## config.mk

```make
export PLATFORM = sky130hd
export DESIGN_NAME = dual_capture_tachometer
export DESIGN_NICKNAME = d
export VERILOG_FILES = /design/src/design/dct_pkg.sv /design/src/design/dct_lane.sv /design/src/design/dct_ctrl.sv /design/src/design/dual_capture_tachometer.sv
export SDC_FILE = /design/constraint.sdc
export NUM_CORES = 1
export LEC_CHECK = 0
export BUFFER_PORTS_ARGS = -buffer_cell sky130_fd_sc_hd__buf_2
export CORE_MARGIN = 2
export CORE_UTILIZATION = 45
export CTS_BUF_LIST = sky130_fd_sc_hd__clkbuf_2 sky130_fd_sc_hd__clkbuf_4 sky130_fd_sc_hd__clkbuf_8
export DETAILED_ROUTE_END_ITERATION = 8
export HOLD_SLACK_MARGIN = 0.1
export SYNTH_ARGS = -nofsm -noshare
export SYNTH_HDL_FRONTEND = slang
export SYNTH_HIERARCHICAL = 1
export SYNTH_SLANG_ARGS = --single-unit
```

## constraint.sdc

```tcl
create_clock -name i_clk -period 3.8 [get_ports i_clk]
set_clock_uncertainty 0.05 [all_clocks]
set_input_delay 0.76 -clock i_clk [delete_from_list [all_inputs] [get_ports i_clk]]
set_output_delay 0.76 -clock i_clk [all_outputs]
set_load 0.05 [all_outputs]
```

## src/design/dct_pkg.sv

```systemverilog
// Shared types, widths and register codes of the dual capture tachometer.
package dct_pkg;

    localparam int CAP_W    = 16;   // capture counter width
    localparam int RELOAD_W = 16;
    localparam int TICK_W   = 20;
    localparam int PPR_W    = 8;
    localparam int FREQ_W   = 20;
    localparam int RPM_W    = 16;
    localparam int PER_W    = CAP_W + 2;          // signed corrected period
    localparam int DVS_W    = CAP_W + 1;          // positive period fits here
    localparam int QUO_W    = FREQ_W + 6;         // freq * 60 fits here
    localparam int CNT_W    = 5;

    localparam int FREQ_STEPS = TICK_W;
    localparam int RPM_STEPS  = QUO_W;

    localparam int CFG_IDX_W  = 2;
    localparam int CFG_DATA_W = 20;

    localparam logic [CFG_IDX_W-1:0] CFG_RELOAD    = 2'd0;
    localparam logic [CFG_IDX_W-1:0] CFG_TICK_RATE = 2'd1;
    localparam logic [CFG_IDX_W-1:0] CFG_MOTOR_PPR = 2'd2;
    localparam logic [CFG_IDX_W-1:0] CFG_WHEEL_PPR = 2'd3;

    localparam logic [RELOAD_W-1:0] RELOAD_RST    = 16'd65535;
    localparam logic [TICK_W-1:0]   TICK_RATE_RST = 20'd100000;
    localparam logic [PPR_W-1:0]    MOTOR_PPR_RST = 8'd4;
    localparam logic [PPR_W-1:0]    WHEEL_PPR_RST = 8'd8;

    typedef struct packed {
        logic [CAP_W-1:0] capture_motor;
        logic [CAP_W-1:0] capture_wheel;
    } t_cap_in;

    typedef struct packed {
        logic [RPM_W-1:0] rpm_motor;
        logic [RPM_W-1:0] rpm_wheel;
    } t_rpm_out;

    // commands from the controller to both lanes
    typedef struct packed {
        logic prime;      // store first captures
        logic take;       // latch new captures
        logic load_freq;  // set up tick_rate / period
        logic load_rpm;   // set up freq * 60 / ppr
        logic step;       // one divider iteration
    } t_lane_cmd;

    // status from the top level to the controller
    typedef struct packed {
        logic in_fire;
        logic out_free;
    } t_ctrl_stat;

endpackage

```

## src/design/dct_lane.sv

```systemverilog
// One channel datapath: period with wrap correction, held frequency, shared divider, rpm.
module dct_lane (
    input  logic                        i_clk,
    input  logic                        i_rst_n,
    input  dct_pkg::t_lane_cmd          i_cmd,
    input  logic [dct_pkg::CAP_W-1:0]   i_capture,
    input  logic [dct_pkg::RELOAD_W-1:0] i_reload,
    input  logic [dct_pkg::TICK_W-1:0]  i_tick_rate,
    input  logic [dct_pkg::PPR_W-1:0]   i_ppr,
    output logic [dct_pkg::RPM_W-1:0]   o_rpm
);
    import dct_pkg::*;

    logic [CAP_W-1:0]        r_last;
    logic [CAP_W-1:0]        r_new;
    logic [FREQ_W-1:0]       r_freq;
    logic                    r_div_on;
    logic [DVS_W-1:0]        r_rem;
    logic [QUO_W-1:0]        r_quo;
    logic [DVS_W-1:0]        r_dvs;

    logic signed [PER_W-1:0] w_period;
    logic [FREQ_W-1:0]       n_freq;
    logic [QUO_W-1:0]        w_scaled;
    logic [DVS_W:0]          w_trial;
    logic [DVS_W+1:0]        w_diff;

    always_comb begin
        if (r_new > r_last) begin
            w_period = $signed({2'b00, r_new}) - $signed({2'b00, r_last});
        end else begin
            w_period = $signed({2'b00, i_reload}) - $signed({2'b00, r_last})
                     + $signed({2'b00, r_new});
        end
    end

    // frequency for the rpm load: freq quotient, or held value if no division ran
    assign n_freq   = r_div_on ? r_quo[FREQ_W-1:0] : r_freq;
    assign w_scaled = ({{(QUO_W-FREQ_W){1'b0}}, n_freq} << 6)
                    - ({{(QUO_W-FREQ_W){1'b0}}, n_freq} << 2);

    // restoring division, one quotient bit per step
    assign w_trial = {r_rem, r_quo[QUO_W-1]};
    assign w_diff  = {1'b0, w_trial} - {2'b00, r_dvs};

    always_ff @(posedge i_clk) begin
        if (!i_rst_n) begin
            r_last   <= '0;
            r_new    <= '0;
            r_freq   <= '0;
            r_div_on <= 1'b0;
        end else begin
            if (i_cmd.prime) begin
                r_last <= i_capture;
            end
            if (i_cmd.take) begin
                r_new <= i_capture;
            end
            if (i_cmd.load_freq) begin
                r_last   <= r_new;
                r_div_on <= !w_period[PER_W-1] && (w_period != '0);
                // negative period: longer than any tick rate
                if (w_period[PER_W-1]) begin
                    r_freq <= '0;
                end
            end
            if (i_cmd.load_rpm) begin
                r_freq <= n_freq;
            end
        end
    end

    always_ff @(posedge i_clk) begin
        if (i_cmd.load_freq) begin
            r_rem <= '0;
            r_quo <= {i_tick_rate, {(QUO_W-TICK_W){1'b0}}};
            r_dvs <= w_period[DVS_W-1:0];
        end else if (i_cmd.load_rpm) begin
            r_rem <= '0;
            r_quo <= w_scaled;
            r_dvs <= {{(DVS_W-PPR_W){1'b0}}, i_ppr};
        end else if (i_cmd.step) begin
            if (!w_diff[DVS_W+1]) begin
                r_rem <= w_diff[DVS_W-1:0];
                r_quo <= {r_quo[QUO_W-2:0], 1'b1};
            end else begin
                r_rem <= w_trial[DVS_W-1:0];
                r_quo <= {r_quo[QUO_W-2:0], 1'b0};
            end
        end
    end

    // saturate, and treat zero pulses per revolution as full scale
    assign o_rpm = ((i_ppr == '0) || (r_quo[QUO_W-1:RPM_W] != '0))
                 ? {RPM_W{1'b1}} : r_quo[RPM_W-1:0];

endmodule

```

## src/design/dct_ctrl.sv

```systemverilog
// Sequencer for priming, the frequency division and the rpm division.
module dct_ctrl (
    input  logic                i_clk,
    input  logic                i_rst_n,
    input  dct_pkg::t_ctrl_stat i_stat,
    output logic                o_in_ready,
    output dct_pkg::t_lane_cmd  o_cmd,
    output logic                o_result_load
);
    import dct_pkg::*;

    localparam logic [2:0] ST_IDLE  = 3'd0;
    localparam logic [2:0] ST_FLOAD = 3'd1;
    localparam logic [2:0] ST_FSTEP = 3'd2;
    localparam logic [2:0] ST_RLOAD = 3'd3;
    localparam logic [2:0] ST_RSTEP = 3'd4;
    localparam logic [2:0] ST_DONE  = 3'd5;

    logic [2:0]       r_state;
    logic [2:0]       n_state;
    logic [CNT_W-1:0] r_cnt;
    logic [CNT_W-1:0] n_cnt;
    logic             r_primed;
    logic             n_primed;

    always_comb begin
        n_state       = r_state;
        n_cnt         = r_cnt;
        n_primed      = r_primed;
        o_cmd         = '0;
        o_result_load = 1'b0;
        o_in_ready    = 1'b0;
        unique case (r_state)
            ST_IDLE: begin
                o_in_ready = 1'b1;
                if (i_stat.in_fire) begin
                    if (!r_primed) begin
                        o_cmd.prime = 1'b1;
                        n_primed    = 1'b1;
                    end else begin
                        o_cmd.take = 1'b1;
                        n_state    = ST_FLOAD;
                    end
                end
            end
            ST_FLOAD: begin
                o_cmd.load_freq = 1'b1;
                n_cnt           = CNT_W'(FREQ_STEPS - 1);
                n_state         = ST_FSTEP;
            end
            ST_FSTEP: begin
                o_cmd.step = 1'b1;
                n_cnt      = r_cnt - 1'b1;
                if (r_cnt == '0) begin
                    n_state = ST_RLOAD;
                end
            end
            ST_RLOAD: begin
                o_cmd.load_rpm = 1'b1;
                n_cnt          = CNT_W'(RPM_STEPS - 1);
                n_state        = ST_RSTEP;
            end
            ST_RSTEP: begin
                o_cmd.step = 1'b1;
                n_cnt      = r_cnt - 1'b1;
                if (r_cnt == '0) begin
                    n_state = ST_DONE;
                end
            end
            ST_DONE: begin
                // hold until the output register has room
                if (i_stat.out_free) begin
                    o_result_load = 1'b1;
                    n_state       = ST_IDLE;
                end
            end
            default: begin
                n_state = ST_IDLE;
            end
        endcase
    end

    always_ff @(posedge i_clk) begin
        if (!i_rst_n) begin
            r_state  <= ST_IDLE;
            r_cnt    <= '0;
            r_primed <= 1'b0;
        end else begin
            r_state  <= n_state;
            r_cnt    <= n_cnt;
            r_primed <= n_primed;
        end
    end

endmodule

```

## src/design/dual_capture_tachometer.sv

```systemverilog
// Top level: configuration registers, two channel lanes, controller, output register.
//
//  channel | direction | handshake                 | payload
//  in      | input     | i_in_valid / o_in_ready   | i_in_data  (t_cap_in)
//  out     | output    | o_out_valid / i_out_ready | o_out_data (t_rpm_out)
//  cfg     | input     | i_cfg_valid / o_cfg_ready | i_cfg_index, i_cfg_data
//
// The first transaction after reset only stores the captures; the block stays ready.
// Every later one runs through the per-lane restoring divider, a load and 20 steps for
// frequency, then a load and 26 steps for rpm, and its result is written to the output
// register once that has room; no further transaction is taken before then.
// Both channels run side by side; the next transaction is taken once the result is stored.
// A result waiting on o_out_valid does not block input until the next result is ready.
// Reset is synchronous; configuration writes are always taken.
module dual_capture_tachometer (
    input  logic                          i_clk,
    input  logic                          i_rst_n,
    input  logic                          i_in_valid,
    output logic                          o_in_ready,
    input  dct_pkg::t_cap_in              i_in_data,
    output logic                          o_out_valid,
    input  logic                          i_out_ready,
    output dct_pkg::t_rpm_out             o_out_data,
    input  logic                          i_cfg_valid,
    output logic                          o_cfg_ready,
    input  logic [dct_pkg::CFG_IDX_W-1:0] i_cfg_index,
    input  logic [dct_pkg::CFG_DATA_W-1:0] i_cfg_data
);
    import dct_pkg::*;

    logic [RELOAD_W-1:0] r_reload;
    logic [TICK_W-1:0]   r_tick_rate;
    logic [PPR_W-1:0]    r_motor_ppr;
    logic [PPR_W-1:0]    r_wheel_ppr;
    logic                r_out_valid;
    t_rpm_out            r_out_data;

    t_lane_cmd           w_cmd;
    t_ctrl_stat          w_stat;
    logic                w_res_load;
    logic [RPM_W-1:0]    w_rpm_motor;
    logic [RPM_W-1:0]    w_rpm_wheel;

    assign o_cfg_ready     = 1'b1;
    assign w_stat.in_fire  = i_in_valid && o_in_ready;
    assign w_stat.out_free = !r_out_valid || i_out_ready;

    always_ff @(posedge i_clk) begin
        if (!i_rst_n) begin
            r_reload    <= RELOAD_RST;
            r_tick_rate <= TICK_RATE_RST;
            r_motor_ppr <= MOTOR_PPR_RST;
            r_wheel_ppr <= WHEEL_PPR_RST;
        end else if (i_cfg_valid) begin
            unique case (i_cfg_index)
                CFG_RELOAD:    r_reload    <= i_cfg_data[RELOAD_W-1:0];
                CFG_TICK_RATE: r_tick_rate <= i_cfg_data[TICK_W-1:0];
                CFG_MOTOR_PPR: r_motor_ppr <= i_cfg_data[PPR_W-1:0];
                CFG_WHEEL_PPR: r_wheel_ppr <= i_cfg_data[PPR_W-1:0];
                default: begin
                end
            endcase
        end
    end

    dct_ctrl u_ctrl (
        .i_clk         (i_clk),
        .i_rst_n       (i_rst_n),
        .i_stat        (w_stat),
        .o_in_ready    (o_in_ready),
        .o_cmd         (w_cmd),
        .o_result_load (w_res_load)
    );

    dct_lane u_motor (
        .i_clk       (i_clk),
        .i_rst_n     (i_rst_n),
        .i_cmd       (w_cmd),
        .i_capture   (i_in_data.capture_motor),
        .i_reload    (r_reload),
        .i_tick_rate (r_tick_rate),
        .i_ppr       (r_motor_ppr),
        .o_rpm       (w_rpm_motor)
    );

    dct_lane u_wheel (
        .i_clk       (i_clk),
        .i_rst_n     (i_rst_n),
        .i_cmd       (w_cmd),
        .i_capture   (i_in_data.capture_wheel),
        .i_reload    (r_reload),
        .i_tick_rate (r_tick_rate),
        .i_ppr       (r_wheel_ppr),
        .o_rpm       (w_rpm_wheel)
    );

    always_ff @(posedge i_clk) begin
        if (!i_rst_n) begin
            r_out_valid <= 1'b0;
        end else if (w_res_load) begin
            r_out_valid <= 1'b1;
        end else if (i_out_ready) begin
            r_out_valid <= 1'b0;
        end
    end

    always_ff @(posedge i_clk) begin
        if (w_res_load) begin
            r_out_data.rpm_motor <= w_rpm_motor;
            r_out_data.rpm_wheel <= w_rpm_wheel;
        end
    end

    assign o_out_valid = r_out_valid;
    assign o_out_data  = r_out_data;

    // a result never overwrites one that is still waiting
    a_no_overwrite: assert property (@(posedge i_clk) disable iff (!i_rst_n)
        w_res_load |-> (!r_out_valid || i_out_ready))
        else $error("result loaded over a pending transaction");

    // after a result is stored the block is free for the next transaction
    a_load_then_ready: assert property (@(posedge i_clk) disable iff (!i_rst_n)
        w_res_load |=> (o_in_ready && o_out_valid))
        else $error("not idle with valid output after result load");

    // no result can follow an accepted transaction in the next cycle
    a_accept_no_load: assert property (@(posedge i_clk) disable iff (!i_rst_n)
        (i_in_valid && o_in_ready) |=> !w_res_load)
        else $error("result loaded right after an accepted transaction");

endmodule
```

==> PnR_summary.wiki <==
{| class="wikitable"
! Metric !! Value
|-
| Run status || finished, violations left
|-
| Failing checks || negative setup slack
|-
| Vias in the first global route || 18750
|-
| Worst setup slack before clock tree synthesis || -0.4417 ns
|-
| Remaining global-route overflow || 0
|-
| Ratio of cells with drive above 1 in the final layout || 20.53%
|-
| Final-report hold violation count || 0
|-
| Pwr per Cell Area || 992.3 nW/um2
|-
| Synthesized Nets || 2701
|-
| Initial core utilization || 45.34%
|-
| Iteration-0 DRC Markers || 1472
|-
| GR Util All Layers || 24.72%
|-
| Synth area leaders || sky130_fd_sc_hd__dfxtp_1, sky130_fd_sc_hd__edfxtp_1, sky130_fd_sc_hd__ha_1, sky130_fd_sc_hd__mux2i_1, sky130_fd_sc_hd__xnor2_1
|-
| Leakage component of the power || 0.01149 uW
|-
| Overall routed net length || 63.34 mm
|-
| Post-layout net count || 2971
|-
| Worst voltage drop across the vdd grid || 0.0005000 V
|-
| Post-synthesis instance total || 2466
|-
| Rows || 81
|-
| Critical path start-end classification || reg2reg
|-
| Fin crit share || 105.3%
|-
| Clock-pin transition on the worst setup and hold timing paths || 0.06 ns
|-
| Remaining number of nets flagged by the antenna check after routing || 0
|-
| Global-route wire length before repair || 100.0 mm
|-
| Worst min path class || in2reg
|-
| Post-DP HPWL || 47.58 mm
|-
| Clock latency of the later-clocked register in the worst-skew pair || 0.68 ns
|-
| Slew Limit Fails || 0
|-
| Fmax achieved || 0.2500 GHz
|-
| IO buf count || 92
|-
| Cell type with the largest total area after synthesis || sky130_fd_sc_hd__dfxtp_1
|-
| Count of hold buffers inserted by post-cts repair || 0
|-
| Ys Warns || 6
|-
| Async S/R FF share, synth || 0%
|-
| Overall die width || 225.6 um
|-
| TritonRoute pass-1 iters || 5
|-
| Final worst path period need || 4.001 ns
|-
| Routability cong. || 0.9277
|-
| Maximum count of clock buffers along a single path || 3
|-
| Most used DFF post-synth || sky130_fd_sc_hd__dfxtp_1
|-
| Syn Std Cell Area || 22100 um2
|-
| I/O pin cnt || 94
|-
| Max transition margin || 47.93%
|-
| Clock Power Share || 13.6%
|-
| Internal power || 14610 uW
|-
| Largest net degree at the start of global routing || 89
|-
| Crit path setup slack, layout || -0.2006 ns
|-
| Post-synth cell types || 99
|-
| Number of flip-flops and latches in the synthesized netlist || 320
|-
| Overall die height || 225.6 um
|-
| Wire length per cell after detailed routing || 18.35 um
|-
| Die area || 50900 um2
|-
| Most frequent cells in the layout || sky130_fd_sc_hd__buf_4, sky130_fd_sc_hd__dfxtp_1, sky130_fd_sc_hd__nand2_1
|-
| Endpoints failing setup || 47
|-
| Endpoint kind of the worst setup timing path || flip-flop
|-
| Clock sink count || 320
|-
| Master cell of the clock root buffer || sky130_fd_sc_hd__clkbuf_8
|-
| Portion of the post-synthesis area used by sequential elements || 33.78%
|-
| Area of the core region || 48750 um2
|-
| Mean number of vias per cell || 5.636
|-
| Post-route cell area || 26670 um2
|-
| Post-synth EDFFs || 106
|-
| H-tree lvl count || 2
|-
| Synth top area share || 19.38%
|-
| Required time at the endpoint of the critical path || 4.36 ns
|-
| Via count || 19450
|-
| Highest fanout seen on the critical path || 5
|-
| RSZ-0062 raised after global routing || yes
|-
| Area growth from synthesis to final layout || 20.66%
|-
| Placement Cell Area || 24560 um2
|-
| Reported net switching power || 11860 uW
|-
| # DRC || 0
|-
| Slew at the pin closest to its max-slew limit || 0.7792 ns
|-
| Number of buffers created by CTS || 58
|-
| Mean instance size in the synthesized netlist || 8.963 um2
|-
| Sw Share || 44.80%
|-
| Arrival time of the worst setup path || 4.56 ns
|-
| Commonest non-fill, non-tap cell in the layout || sky130_fd_sc_hd__buf_4
|-
| Proportion of power drawn by flip-flops and latches || 20.0%
|-
| Max capacitance violation total || 0
|-
| Setup crit start kind || flip-flop
|-
| Clock tree from TritonCTS || done
|-
| Initial antenna violation count || 2
|-
| Share of total power in combinational logic || 66.5%
|}
[flip-flops by register name, summed over array words and instances, names as in the netlist, 17 cells and up]
signal	cells
u_motor/r_freq	20
u_motor/r_quo	26
r_tick_rate	20
u_motor/r_rem	17
o_out_data	32
u_wheel/r_rem	17
u_wheel/r_dvs	17
u_motor/r_dvs	17
u_wheel/r_freq	20
u_wheel/r_quo	26
[per-stage QoR]
stage                     power (uW)  hold slack (ns)  util [%]  cells  setup TNS (ns)
final                          26460           0.2889     54.71   3451          -7.030
after global routing           28520           0.2939     54.71   3451          -15.58
after CTS                      25890           0.2314     53.83   3441          -4.700
after detailed placement       21720           0.3957     50.39   3312          -15.01
after global placement         21460           0.3935     50.39   3312          -13.60
after floorplan                16780           0.3785         -   2466               0
[area by class of cell]
cell class                      count  area, um2
Inverter                          162      610.6
Sequential cell                   320       7476
Clock buffer                       78      979.7
Timing Repair Buffer              317       2253
Multi-Input combinational cell   1877      14220
Fill cell                        4499      22080
Tap cell                          664      830.8
Antenna cell                        1      2.502
Clock inverter                     32      296.5
[synth_stat cells, types with 20 or more instances]
| cell type | n |
|---|---|
| sky130_fd_sc_hd__buf_2 | 20 |
| sky130_fd_sc_hd__inv_1 | 162 |
| sky130_fd_sc_hd__o21a_1 | 24 |
| sky130_fd_sc_hd__mux2i_1 | 166 |
| sky130_fd_sc_hd__dfxtp_1 | 214 |
| sky130_fd_sc_hd__xnor2_1 | 91 |
| sky130_fd_sc_hd__o21ai_0 | 128 |
| sky130_fd_sc_hd__nor2_1 | 155 |
| sky130_fd_sc_hd__edfxtp_1 | 106 |
| sky130_fd_sc_hd__o211a_1 | 33 |
| sky130_fd_sc_hd__xor2_1 | 44 |
| sky130_fd_sc_hd__nand2_1 | 197 |
| sky130_fd_sc_hd__nand3_1 | 33 |
| sky130_fd_sc_hd__ha_1 | 168 |
| sky130_fd_sc_hd__o211ai_1 | 55 |
| sky130_fd_sc_hd__nor2b_1 | 82 |
| sky130_fd_sc_hd__and3_1 | 25 |
| sky130_fd_sc_hd__a211oi_1 | 33 |
| sky130_fd_sc_hd__clkbuf_1 | 74 |
| sky130_fd_sc_hd__nand2b_1 | 66 |
| sky130_fd_sc_hd__o2bb2ai_1 | 41 |
| sky130_fd_sc_hd__a21o_1 | 45 |
| sky130_fd_sc_hd__a21oi_1 | 147 |
| sky130_fd_sc_hd__nor3_1 | 30 |
| sky130_fd_sc_hd__a31oi_1 | 35 |
[power by group through the flow]
stage	Sequential, uW	Combinational, uW	Clock [uW]
final	5280	17600	3590
after global routing	5380	19300	3850
after floorplan	5050	11700	0
after detailed placement	5320	16400	0
after global placement	5310	16100	0
after CTS	5260	16900	3710
[final timing paths]
| check | start | slack, ns | cells after the start | to |
|---|---|---|---|---|
| setup / recovery | u_motor/r_last[1] | -0.20 | 20 | u_motor/r_freq[5] |
| hold / removal | i_cfg_data[18] | 0.29 | 3 | r_tick_rate[18] |
| setup reg to reg | u_motor/r_last[1] | -0.20 | 20 | u_motor/r_freq[5] |
| hold reg to reg | u_wheel/r_freq[15] | 0.41 | 1 | u_wheel/r_freq[15] |
[worst max-delay path, cell delays in order, from the launching register on]
cell	delay, ns
sky130_fd_sc_hd__dfxtp_1	0.33
sky130_fd_sc_hd__inv_1	0.06
sky130_fd_sc_hd__ha_1	0.26
sky130_fd_sc_hd__nor2b_1	0.13
sky130_fd_sc_hd__o21ai_1	0.09
sky130_fd_sc_hd__a21boi_0	0.27
sky130_fd_sc_hd__o21ai_1	0.14
sky130_fd_sc_hd__a21oi_2	0.24
sky130_fd_sc_hd__a211oi_2	0.11
sky130_fd_sc_hd__xnor2_1	0.14
sky130_fd_sc_hd__ha_1	0.33
sky130_fd_sc_hd__nand4_1	0.15
sky130_fd_sc_hd__nor2_2	0.14
sky130_fd_sc_hd__a311oi_2	0.12
sky130_fd_sc_hd__o21bai_2	0.23
sky130_fd_sc_hd__a31oi_2	0.13
sky130_fd_sc_hd__o211a_1	0.26
sky130_fd_sc_hd__a21o_4	0.23
sky130_fd_sc_hd__a21oi_4	0.23
sky130_fd_sc_hd__buf_6	0.18
sky130_fd_sc_hd__o2bb2ai_2	0.10
[metal layers]
metal,track usage [%],up-vias,share of wire [%]
met2,40.63,492,46
li1,-,9528,-
met1,33.56,9319,46
met5,0,-,0
met3,3.214,112,4.8
met4,8.289,0,2.9
[kinds of logic (layout without fill, tap and decap cells)]
kind of cell / after synthesis / in the layout / synth area share [%]
flip-flops: 320 / 320 / 33.78
adder cells (fa/ha/maj): 176 / 176 / 10.23
AO/OA/AOI/OAI: 661 / 661 / 20.54
AND/OR/NAND/NOR: 724 / 724 / 16.93
XOR/XNOR: 135 / 135 / 5.350
buffers and inverters: 269 / 589 / 4.817
other: 1 / 2 / 0.01697
multiplexers: 180 / 180 / 8.333
[what timing repair did]
item,CTS,global route
buffers inserted,18,8
gates resized for setup,55,69
setup endpoints to repair,53,60
cloned,1,1
pin swaps,39,39
Note: power is estimated with default switching activity, not from simulation.
